**config.mk**
```make
export PLATFORM = sky130hd
export DESIGN_NAME = sorted_pwm_edge_scheduler_core
export DESIGN_NICKNAME = d
export VERILOG_FILES = /design/src/rtl/spes_pkg.sv /design/src/rtl/spes_sort.sv /design/src/rtl/sorted_pwm_edge_scheduler_core.sv
export SDC_FILE = /design/constraint.sdc
export NUM_CORES = 1
export LEC_CHECK = 0
export ABC_AREA = 1
export BUFFER_PORTS_ARGS = -buffer_cell sky130_fd_sc_hd__buf_4
export CORE_MARGIN = 2
export CORE_UTILIZATION = 56
export DETAILED_ROUTE_END_ITERATION = 8
export MAX_ROUTING_LAYER = met4
export PLACE_DENSITY_LB_ADDON = 0.12
export SLEW_MARGIN = 40
export SYNTH_ARGS = -nofsm -noshare
export SYNTH_HDL_FRONTEND = slang
export SYNTH_SLANG_ARGS = --single-unit
```
**constraint.sdc**
```tcl
create_clock -name clk -period 7.21 [get_ports clk]
set_clock_uncertainty 0.2 [all_clocks]
set_input_delay 1.442 -clock clk [delete_from_list [all_inputs] [get_ports clk]]
set_output_delay 1.442 -clock clk [all_outputs]
set_load 0.01 [all_outputs]
```
**src/rtl/spes_pkg.sv**
```systemverilog
// spes_pkg: shared constants, types and the schedule struct for the sorted pwm edge scheduler
// no dependencies; imported by spes_sort, the top level and the checker
package spes_pkg;

  localparam int NUM_CHANNELS = 4;
  localparam int LEVEL_W      = 8;
  localparam int LEVELS_W     = NUM_CHANNELS * LEVEL_W;
  localparam int GRP_W        = $clog2(NUM_CHANNELS + 1);
  localparam int IDX_W        = $clog2(NUM_CHANNELS + 1);
  localparam int CH_IDX_W     = $clog2(NUM_CHANNELS);
  localparam int TICKS_W      = 9;
  localparam int RELOAD_W     = 16;
  localparam int PROD_W       = LEVEL_W + TICKS_W;

  localparam logic [LEVEL_W-1:0]  FULL_SCALE_LEVEL = 8'hFF;
  localparam logic [RELOAD_W-1:0] RELOAD_TOP       = 16'hFFFF;
  localparam logic [TICKS_W-1:0]  TICKS_RESET      = 9'd16;
  localparam logic [TICKS_W-1:0]  TICKS_MAX        = 9'd256;

  typedef logic [LEVEL_W-1:0]      level_t;
  typedef logic [NUM_CHANNELS-1:0] chmask_t;
  typedef logic [GRP_W-1:0]        grp_t;

  // distinct nonzero levels ascending, mask 0 is switch-on, mask g+1 is level lvl[g]
  typedef struct packed {
    level_t [NUM_CHANNELS-1:0] lvl;
    chmask_t [NUM_CHANNELS:0]  mask;
    grp_t                      groups;
  } sched_t;

endpackage

```
**src/rtl/spes_sort.sv**
```systemverilog
// spes_sort: three-stage ranking pipeline, packed levels in, distinct-level schedule out
// depends on spes_pkg
module spes_sort (
  input  logic                           clk,
  input  logic                           rst_n,
  input  logic                           in_valid,
  output logic                           in_ready,
  input  logic [spes_pkg::LEVELS_W-1:0]  in_channel_levels,
  output logic                           sched_valid,
  input  logic                           sched_ready,
  output spes_pkg::sched_t               sched
);
  import spes_pkg::*;

  logic                      s1_valid_r, s2_valid_r, s3_valid_r;
  logic                      s1_ready, s2_ready, s3_ready;
  level_t [NUM_CHANNELS-1:0] s1_lev_r, s2_lev_r;
  level_t [NUM_CHANNELS-1:0] s1_lev_nxt;
  chmask_t                   s1_first_r, s1_first_nxt, s2_first_r;
  grp_t                      s2_rank_r [NUM_CHANNELS];
  grp_t                      s2_rank_nxt [NUM_CHANNELS];
  grp_t                      s2_groups_r;
  sched_t                    s3_sched_r, s3_sched_nxt;

  assign s3_ready = !s3_valid_r || sched_ready;
  assign s2_ready = !s2_valid_r || s3_ready;
  assign s1_ready = !s1_valid_r || s2_ready;
  assign in_ready = s1_ready;

  // stage 1: unpack, flag the lowest-index channel of each nonzero level
  always_comb begin
    for (int k = 0; k < NUM_CHANNELS; k++) begin
      s1_lev_nxt[k] = in_channel_levels[k*LEVEL_W +: LEVEL_W];
    end
    for (int k = 0; k < NUM_CHANNELS; k++) begin
      s1_first_nxt[k] = (s1_lev_nxt[k] != '0);
      for (int j = 0; j < k; j++) begin
        if (s1_lev_nxt[j] == s1_lev_nxt[k]) s1_first_nxt[k] = 1'b0;
      end
    end
  end

  // stage 2: group index of each channel = distinct levels below it
  always_comb begin
    for (int k = 0; k < NUM_CHANNELS; k++) begin
      s2_rank_nxt[k] = '0;
      for (int j = 0; j < NUM_CHANNELS; j++) begin
        if (s1_first_r[j] && (s1_lev_r[j] < s1_lev_r[k])) begin
          s2_rank_nxt[k] = s2_rank_nxt[k] + grp_t'(1);
        end
      end
    end
  end

  // stage 3: place distinct levels by rank, build the per-edge masks
  always_comb begin
    s3_sched_nxt        = '0;
    s3_sched_nxt.groups = s2_groups_r;
    for (int k = 0; k < NUM_CHANNELS; k++) begin
      s3_sched_nxt.mask[0][k] = (s2_lev_r[k] != '0);
    end
    for (int g = 0; g < NUM_CHANNELS; g++) begin
      for (int k = 0; k < NUM_CHANNELS; k++) begin
        if (s2_lev_r[k] != '0 && s2_rank_r[k] == grp_t'(g)) begin
          s3_sched_nxt.mask[g+1][k] = 1'b1;
        end
        if (s2_first_r[k] && s2_rank_r[k] == grp_t'(g)) begin
          s3_sched_nxt.lvl[g] = s3_sched_nxt.lvl[g] | s2_lev_r[k];
        end
      end
    end
  end

  always_ff @(posedge clk) begin
    if (!rst_n) begin
      s1_valid_r <= 1'b0;
      s2_valid_r <= 1'b0;
      s3_valid_r <= 1'b0;
    end else begin
      if (s1_ready) s1_valid_r <= in_valid;
      if (s2_ready) s2_valid_r <= s1_valid_r;
      if (s3_ready) s3_valid_r <= s2_valid_r;
    end
  end

  always_ff @(posedge clk) begin
    if (s1_ready && in_valid) begin
      s1_lev_r   <= s1_lev_nxt;
      s1_first_r <= s1_first_nxt;
    end
    if (s2_ready && s1_valid_r) begin
      s2_lev_r    <= s1_lev_r;
      s2_first_r  <= s1_first_r;
      s2_rank_r   <= s2_rank_nxt;
      s2_groups_r <= grp_t'($countones(s1_first_r));
    end
    if (s3_ready && s2_valid_r) begin
      s3_sched_r <= s3_sched_nxt;
    end
  end

  assign sched_valid = s3_valid_r;
  assign sched       = s3_sched_r;

endmodule

```
**src/rtl/sorted_pwm_edge_scheduler_core.sv**
```systemverilog
// sorted_pwm_edge_scheduler_core: top level, ticks register, edge serializer, output register
// depends on spes_pkg and spes_sort
//
//  channel | handshake           | payload
//  in      | in_valid/in_ready   | in_channel_levels[31:0]
//  out     | out_valid/out_ready | out_edge_index, out_timer_reload, out_channel_mask,
//          |                     | out_edge_groups, out_last_edge
//  cfg     | cfg_valid/cfg_ready | cfg_ticks_per_level[8:0]
//
// an item with G distinct nonzero levels gives G+1 results, one per cycle from the
// edge serializer while the output is not stalled, so an item gives 1 to 5 results
// the first result of an item reaches the out ports after the accepted item has passed
// three ranking stages, the serializer and the output register
// the ranking pipeline keeps accepting items while the serializer works
// cfg_ready is always high; ticks above 256 are stored as 256; reset value 16
// a stalled output holds every stage behind it without losing or repeating an item
module sorted_pwm_edge_scheduler_core (
  input  logic                             clk,
  input  logic                             rst_n,
  input  logic                             in_valid,
  output logic                             in_ready,
  input  logic [spes_pkg::LEVELS_W-1:0]    in_channel_levels,
  output logic                             out_valid,
  input  logic                             out_ready,
  output logic [spes_pkg::IDX_W-1:0]       out_edge_index,
  output logic [spes_pkg::RELOAD_W-1:0]    out_timer_reload,
  output logic [spes_pkg::NUM_CHANNELS-1:0] out_channel_mask,
  output logic [spes_pkg::GRP_W-1:0]       out_edge_groups,
  output logic                             out_last_edge,
  input  logic                             cfg_valid,
  output logic                             cfg_ready,
  input  logic [spes_pkg::TICKS_W-1:0]     cfg_ticks_per_level
);
  import spes_pkg::*;

  logic [TICKS_W-1:0]   ticks_r;
  logic                 sched_valid, sched_ready;
  sched_t               sched;

  logic                 ser_valid_r;
  sched_t               ser_sched_r;
  logic [IDX_W-1:0]     ser_idx_r;
  logic                 out_free, emit, ser_last;
  level_t               cur_lev, prev_lev, diff;
  logic [PROD_W-1:0]    prod;

  logic                 out_valid_r;
  logic [IDX_W-1:0]     out_idx_r;
  logic [RELOAD_W-1:0]  out_reload_r;
  chmask_t              out_mask_r;
  grp_t                 out_groups_r;
  logic                 out_last_r;

  assign cfg_ready = 1'b1;

  always_ff @(posedge clk) begin
    if (!rst_n) begin
      ticks_r <= TICKS_RESET;
    end else if (cfg_valid && cfg_ready) begin
      ticks_r <= (cfg_ticks_per_level > TICKS_MAX) ? TICKS_MAX : cfg_ticks_per_level;
    end
  end

  spes_sort u_sort (
    .clk               (clk),
    .rst_n             (rst_n),
    .in_valid          (in_valid),
    .in_ready          (in_ready),
    .in_channel_levels (in_channel_levels),
    .sched_valid       (sched_valid),
    .sched_ready       (sched_ready),
    .sched             (sched)
  );

  assign out_free    = !out_valid_r || out_ready;
  assign emit        = ser_valid_r && out_free;
  assign ser_last    = (ser_idx_r == IDX_W'(ser_sched_r.groups));
  assign sched_ready = !ser_valid_r || (emit && ser_last);

  // interval runs from the previous distinct level (or zero) to the next one (or full scale)
  always_comb begin
    cur_lev  = ser_last ? FULL_SCALE_LEVEL : ser_sched_r.lvl[ser_idx_r[CH_IDX_W-1:0]];
    prev_lev = '0;
    if (ser_idx_r != '0) begin
      prev_lev = ser_sched_r.lvl[CH_IDX_W'(ser_idx_r - IDX_W'(1))];
    end
    diff = cur_lev - prev_lev;
    prod = PROD_W'(diff) * PROD_W'(ticks_r);
  end

  always_ff @(posedge clk) begin
    if (!rst_n) begin
      ser_valid_r <= 1'b0;
      ser_idx_r   <= '0;
      out_valid_r <= 1'b0;
    end else begin
      if (sched_ready) begin
        ser_valid_r <= sched_valid;
        ser_idx_r   <= '0;
      end else if (emit) begin
        ser_idx_r <= ser_idx_r + IDX_W'(1);
      end
      if (out_free) out_valid_r <= ser_valid_r;
    end
  end

  always_ff @(posedge clk) begin
    if (sched_ready && sched_valid) ser_sched_r <= sched;
    if (emit) begin
      out_idx_r    <= ser_idx_r;
      out_reload_r <= RELOAD_TOP - prod[RELOAD_W-1:0];
      out_mask_r   <= ser_sched_r.mask[ser_idx_r];
      out_groups_r <= ser_sched_r.groups;
      out_last_r   <= ser_last;
    end
  end

  assign out_valid        = out_valid_r;
  assign out_edge_index   = out_idx_r;
  assign out_timer_reload = out_reload_r;
  assign out_channel_mask = out_mask_r;
  assign out_edge_groups  = out_groups_r;
  assign out_last_edge    = out_last_r;

endmodule

```
==> out/metrics.cfg, run 1 <==
[timing]
maxSlewViolCount = 0
worst_pin_slew_ps = 908
hold-worst-slack_ps = 213
relative_max_transition_margin_pct = 39.0
hold_violations = 0
setup_repair_after_global_routing_missed_its_margin = no
setup_viol = 0
setup_tns_ps = 0
fmax_mhz = 148
final.period_utilization_pct = 93.8
final_period_minus_worst_setup_slack_ps = 6760

[routing]
route.met2.wl_microns = 15700
avgViaCountPerCell = 5.52
highest-signal-layer = met4
wl_met1_microns = 13300
drcViolationCount = 0
wl_met3_microns = 1610
drt_first_pass_iters = 5
drt_iter0_markers = 661
postRouteWirelength_microns = 32000
post_drt_wl_per_cell_microns = 17.8
via_count = 9934
final_antenna_violating_net_count = 0

[grt]
grt_antenna_before_repair = 0
gr-total-overflow = 0
first_global_vias = 9645
grt_max_degree = 56
grt_pass1_wl_microns = 50900
track_usage_pct = 25.7

[layout]
layout.cells.most_common_list = 224 x sky130_fd_sc_hd__edfxtp_1, 208 x sky130_fd_sc_hd__inv_1, 189 x sky130_fd_sc_hd__nand2_1, 132 x sky130_fd_sc_hd__nor2_1, 100 x sky130_fd_sc_hd__ha_1
final_area_sq_um = 15900
drive_above_1_share_pct = 11.7
layout_commonest_cell = sky130_fd_sc_hd__edfxtp_1
layout-area-overhead-vs-synth_pct = 13.4
diodes = 0
nNetsFinal = 1643
fillCellCount = 1985

[power]
total_power_w = 0.00383
static-leakage-power_nw = 6.47
powerDensity_nw_per_um2 = 241
irDropWorstVdd_mv = 0.215

[cts]
cts-resized-gates = 0
tritoncts_sink_count = 241
cts_tree = yes
post_cts_buffers = 0
clk_root_buffer_cell = sky130_fd_sc_hd__clkbuf_16
path_clk_slew_ps = 60
cts_buffer_depth = 3
cts-buffers-inserted = 27
clock_insertion_delay_worst_skew_ps = 540
h-tree-depth = 1
postCtsHoldBufs = 0

[synthesis]
synth_compound_area_share_pct = 10.7
synth_top_cells_by_area = sky130_fd_sc_hd__edfxtp_1 48%, sky130_fd_sc_hd__ha_1 9.0%, sky130_fd_sc_hd__fa_1 5.8%
synthSimpleGateAreaFrac_pct = 14.0
synth.lib_cells_used.distinct = 56
synth_seq_cells = 241
dominant_combinational_cell_family_by_area_after_synthesis = adder cells
synth-adder-area-share_pct = 14.9
ys_async_sr_fraction_pct = 0
postSynthAreaPerCell_sq_um = 10.3
synth_top_flop_cell = sky130_fd_sc_hd__edfxtp_1
synth_area_leader_cell = sky130_fd_sc_hd__edfxtp_1
sequential_element_share_of_the_synthesized_area_pct = 50.3
synth_warnings = 0
syn-instance-count = 1363
synth_fp_nets = 1551
synth.area.mux_share_pct = 0
synth_xor_area_share_pct = 3.37
synth_enable_flop_cells = 224
synth.top_cell.area_share_pct = 47.9
synthesis.area_sq_um = 14000

[hold_path]
timing.hold.worst.class = reg -> reg

[critical_path]
critical_path_source_type = register
criticalPathCategory = reg -> reg
crit_path_required_time_ps = 7310
worstSetupEndpointType = register
crit_arrival_ps = 6860
critical_path_peak_fanout = 44
max_stage_delay_ps = 540
crit_path_frequent_cell = sky130_fd_sc_hd__nand2_1
cell_with_the_biggest_individual_delay_on_the_critical_path = sky130_fd_sc_hd__fa_1

[floorplanning]
pin_count = 76
die_outline_area_sq_um = 26300
start_util_pct = 57.4
core_sq_um = 24500
die_height_microns = 162
die-width_microns = 162
core.rowCount = 57

[placed_design]
globalplace.congestion = 1.00
hpwlAfterDp_microns = 25100
dpl-instance-area_sq_um = 15000
placement.io_buffers = 74

[outcome]
status = finished, final reports clean

[run]
timing.max_cap.violations = 0

cell type report:
cell class | count | area, sq um | area share, %
clock inverters | 13 | 198 | 1.24
multi-input cells | 886 | 6070 | 38.1
clock buffers | 37 | 733 | 4.61
well taps | 324 | 405 | 2.55
flip-flops and latches | 241 | 7070 | 44.4
inverters | 217 | 822 | 5.17
repair buffers | 82 | 616 | 3.87
kinds of logic after synthesis:
group                      count (synthesis)
DFF                                      241
xor gates and xnor gates                  54
buffers and inverters                    236
and+or+nand+nor                          441
adders and majority gates                142
other                                      1
AOI/OAI and AO/OA                        248
critical path, delay by kind of cell (launching register included):
| kind | cells | cell delay, ps |
|---|---|---|
| AND/OR/NAND/NOR | 12 | 1320 |
| adder cells (fa/ha/maj) | 7 | 3020 |
| buffers and inverters | 4 | 460 |
| flip-flops | 1 | 330 |
| AO/OA/AOI/OAI | 6 | 1140 |
report_power, final:
| group | switching (W) | total [W] | internal (W) |
|---|---|---|---|
| logic | 0.000453 | 0.000750 | 0.000297 |
| registers | 0.0000488 | 0.00167 | 0.00162 |
| clock network | 0.000546 | 0.00141 | 0.000864 |
| total | 0.00105 | 0.00383 | 0.00279 |
path summary, 6_finish.rpt:
| path | startpoint | endpoint | slack, ps | cells after the start |
|---|---|---|---|---|
| max reg2reg | ser_idx_r[0]$_SDFFE_PP0P_ | out_timer_reload[12]$_DFFE_PP_ | 450 | 29 |
| min reg2reg | u_sort.sched[25]$_DFFE_PP_ | ser_sched_r[25]$_DFFE_PP_ | 210 | 0 |
| max | ser_idx_r[0]$_SDFFE_PP0P_ | out_timer_reload[12]$_DFFE_PP_ | 450 | 29 |
| min | u_sort.sched[25]$_DFFE_PP_ | ser_sched_r[25]$_DFFE_PP_ | 210 | 0 |
cell usage after synthesis (3+ instances only):
library cell,instances
sky130_fd_sc_hd__edfxtp_1,224
sky130_fd_sc_hd__inv_1,210
sky130_fd_sc_hd__nand2_1,189
sky130_fd_sc_hd__nor2_1,134
sky130_fd_sc_hd__ha_1,101
sky130_fd_sc_hd__o21ai_0,94
sky130_fd_sc_hd__a21oi_1,79
sky130_fd_sc_hd__fa_1,41
sky130_fd_sc_hd__nand3_1,36
sky130_fd_sc_hd__a221oi_1,33
sky130_fd_sc_hd__xnor2_1,28
sky130_fd_sc_hd__xor2_1,26
sky130_fd_sc_hd__nor4_1,21
sky130_fd_sc_hd__dfxtp_1,17
sky130_fd_sc_hd__nand4_1,16
sky130_fd_sc_hd__nor3_1,12
sky130_fd_sc_hd__o211ai_1,10
sky130_fd_sc_hd__clkbuf_1,8
sky130_fd_sc_hd__nand2_2,7
sky130_fd_sc_hd__or2_2,6
sky130_fd_sc_hd__buf_6,5
sky130_fd_sc_hd__inv_2,5
sky130_fd_sc_hd__a21o_1,4
sky130_fd_sc_hd__a221o_1,4
sky130_fd_sc_hd__nor4_2,4
sky130_fd_sc_hd__buf_2,3
sky130_fd_sc_hd__nand3_2,3
sky130_fd_sc_hd__nor2_2,3
sky130_fd_sc_hd__o21a_1,3
metal layers:
layer	GRT usage, %	up-vias
li1	-	4913
met1	31.6	4583
met2	43.8	352
met3	2.48	86
met4	11.0	0
met5	-	-
stage by stage:
step	setup WS, ps	std cells	util (%)
after floorplan	307	1363	-
after global placement	488	1750	61.1
after detailed placement	350	1750	61.2
after CTS	327	1800	65.0
after global routing	15.9	1800	65.0
final	448	1800	65.0
flip-flops by register name, summed over array words and instances (netlist names), 3 cells and up:
register,cells
ticks_r,9
u_sort.s1_first_r,4
out_channel_mask,4
out_edge_groups,3
u_sort.s2_rank_r,12
u_sort.s2_groups_r,3
u_sort.s2_lev_r,32
u_sort.s1_lev_r,32
u_sort.sched,55
out_edge_index,3
ser_idx_r,3
u_sort.s2_first_r,4
ser_sched_r,55
out_timer_reload,16
Power figures use the tool's default switching activity.
==> run 2, diff against run 1 <==
--- a/config.mk
+++ b/config.mk
@@ -6,11 +6,12 @@
 export NUM_CORES = 1
 export LEC_CHECK = 0
 export ABC_AREA = 1
+export ABC_CLOCK_PERIOD_IN_PS = 7210
 export BUFFER_PORTS_ARGS = -buffer_cell sky130_fd_sc_hd__buf_4
 export CORE_MARGIN = 2
 export CORE_UTILIZATION = 56
+export CTS_CLUSTER_SIZE = 10
 export DETAILED_ROUTE_END_ITERATION = 8
-export MAX_ROUTING_LAYER = met4
 export PLACE_DENSITY_LB_ADDON = 0.12
 export SLEW_MARGIN = 40
 export SYNTH_ARGS = -nofsm -noshare
==> run 2 against run 1 <==
- hold slack worse by 4.1 ps
- die area unchanged
- sequential cell count unchanged
- core utilization down 0.25 points
- count of clock-buffer cells in the layout up 13
- critical endpoint is now out_timer_reload[15]$_DFFE_PP_
==> out/metrics.cfg, run 2 (synthesized netlist as in run 1, its figures left out) <==
[outcome]
status = finished, final reports clean

[layout]
layout-area-overhead-vs-synth_pct = 12.9
drive_above_1_share_pct = 11.0
nNetsFinal = 1644
fillCellCount = 1980
diodes = 0
layout.cells.most_common_list = 224 x sky130_fd_sc_hd__edfxtp_1, 207 x sky130_fd_sc_hd__inv_1, 189 x sky130_fd_sc_hd__nand2_1, 132 x sky130_fd_sc_hd__nor2_1, 100 x sky130_fd_sc_hd__ha_1
final_area_sq_um = 15800
layout_commonest_cell = sky130_fd_sc_hd__edfxtp_1

[routing]
drt_iter0_markers = 597
drt_first_pass_iters = 7
drcViolationCount = 0
post_drt_wl_per_cell_microns = 17.4
avgViaCountPerCell = 5.54
final_antenna_violating_net_count = 0
postRouteWirelength_microns = 31400
via_count = 9984

[hold_path]
timing.hold.worst.class = reg -> reg

[critical_path]
criticalPathCategory = reg -> reg
worstSetupEndpointType = register
crit_path_frequent_cell = sky130_fd_sc_hd__nand2_1
critical_path_source_type = register
cell_with_the_biggest_individual_delay_on_the_critical_path = sky130_fd_sc_hd__fa_1
crit_arrival_ps = 6870
crit_path_required_time_ps = 7310
max_stage_delay_ps = 550
critical_path_peak_fanout = 44

[run]
timing.max_cap.violations = 0

[cts]
postCtsHoldBufs = 0
path_clk_slew_ps = 60
cts_buffer_depth = 3
h-tree-depth = 1
tritoncts_sink_count = 241
clock_insertion_delay_worst_skew_ps = 540
clk_root_buffer_cell = sky130_fd_sc_hd__clkbuf_16
cts_tree = yes
cts-buffers-inserted = 29

[grt]
grt_antenna_before_repair = 0
grt_pass1_wl_microns = 50500
grt_max_degree = 56
track_usage_pct = 24.5
first_global_vias = 9928
gr-total-overflow = 0

[timing]
final.period_utilization_pct = 93.9
worst_pin_slew_ps = 702
maxSlewViolCount = 0
setup_repair_after_global_routing_missed_its_margin = no
setup_tns_ps = 0
setup_viol = 0
fmax_mhz = 148
final_period_minus_worst_setup_slack_ps = 6770
hold_violations = 0
relative_max_transition_margin_pct = 52.8

[floorplanning]
start_util_pct = 57.4
core_sq_um = 24500
core.rowCount = 57
pin_count = 76
die_outline_area_sq_um = 26300
die-width_microns = 162
die_height_microns = 162

[power]
irDropWorstVdd_mv = 0.248
static-leakage-power_nw = 6.42
total_power_w = 0.00373
powerDensity_nw_per_um2 = 235

[placed_design]
globalplace.congestion = 0.992
placement.io_buffers = 74
hpwlAfterDp_microns = 24700
dpl-instance-area_sq_um = 15000

run 2: cell types whose count changed in the layout (fill, tap and decap cells not counted), moves of 2 or more:
cell                        delta
sky130_fd_sc_hd__clkinv_2      -2
sky130_fd_sc_hd__nor4_4        +3
sky130_fd_sc_hd__clkinv_4      -2
sky130_fd_sc_hd__clkbuf_1     +11
sky130_fd_sc_hd__bufinv_16     -4
sky130_fd_sc_hd__clkbuf_16     +3
sky130_fd_sc_hd__inv_6         -2
sky130_fd_sc_hd__nor4_2        -3
run 2: power breakdown:
group          switching (W)  internal [W]
clock network       0.000523      0.000777
registers          0.0000470       0.00162
logic               0.000456      0.000297
run 2: per-layer routing:
layer / track usage, % / routed length [microns]
met5: 0 / 0
met4: 10.7 / 1390
met3: 2.91 / 1460
met2: 44.1 / 15900
met1: 29.6 / 12600
run 2: cell type report:
class	instances	area, sq um	area share [%]
Sequential cell	241	7070	44.6
Multi-Input combinational cell	886	6100	38.5
Clock buffer	50	836	5.27
Inverter	217	822	5.19
Timing Repair Buffer	81	608	3.84
Tap cell	324	405	2.56
Clock inverter	3	15.0	0.0947
run 2: path summary, 6_finish.rpt:
check                        startpoint                        endpoint  slack [ps]  cells after the start
min reg2reg  u_sort.sched[43]$_DFFE_PP_       ser_sched_r[43]$_DFFE_PP_         210                      0
max reg2reg   ser_idx_r[0]$_SDFFE_PP0P_  out_timer_reload[15]$_DFFE_PP_         440                     30
max           ser_idx_r[0]$_SDFFE_PP0P_  out_timer_reload[15]$_DFFE_PP_         440                     30
min          u_sort.sched[43]$_DFFE_PP_       ser_sched_r[43]$_DFFE_PP_         210                      0
run 2: what timing repair did:
item | 4_1_cts | 5_1_grt
setup buffers | 0 | 0
resized for setup | 0 | 2
hold endpoints to repair | 0 | 0
endpoints found under the setup margin | 0 | 4
run 2: per-stage QoR:
step                      setup slack [ps]  std cells  utilization, %  hold WS, ps
after floorplan                        307       1363               -          200
after global placement                 495       1749            61.1          202
after detailed placement               342       1749            61.1          205
after CTS                              330       1802            64.6          214
after global routing                  92.5       1802            64.8          215
final                                  438       1802            64.8          209
run 2: worst max-delay path, delay by kind of cell, from the launching register on:
family                     cells  cell delay, ps
adders and majority gates      7            3040
DFF                            1             330
and+or+nand+nor               12            1370
buffers and inverters          4             470
AOI/OAI and AO/OA              7            1090
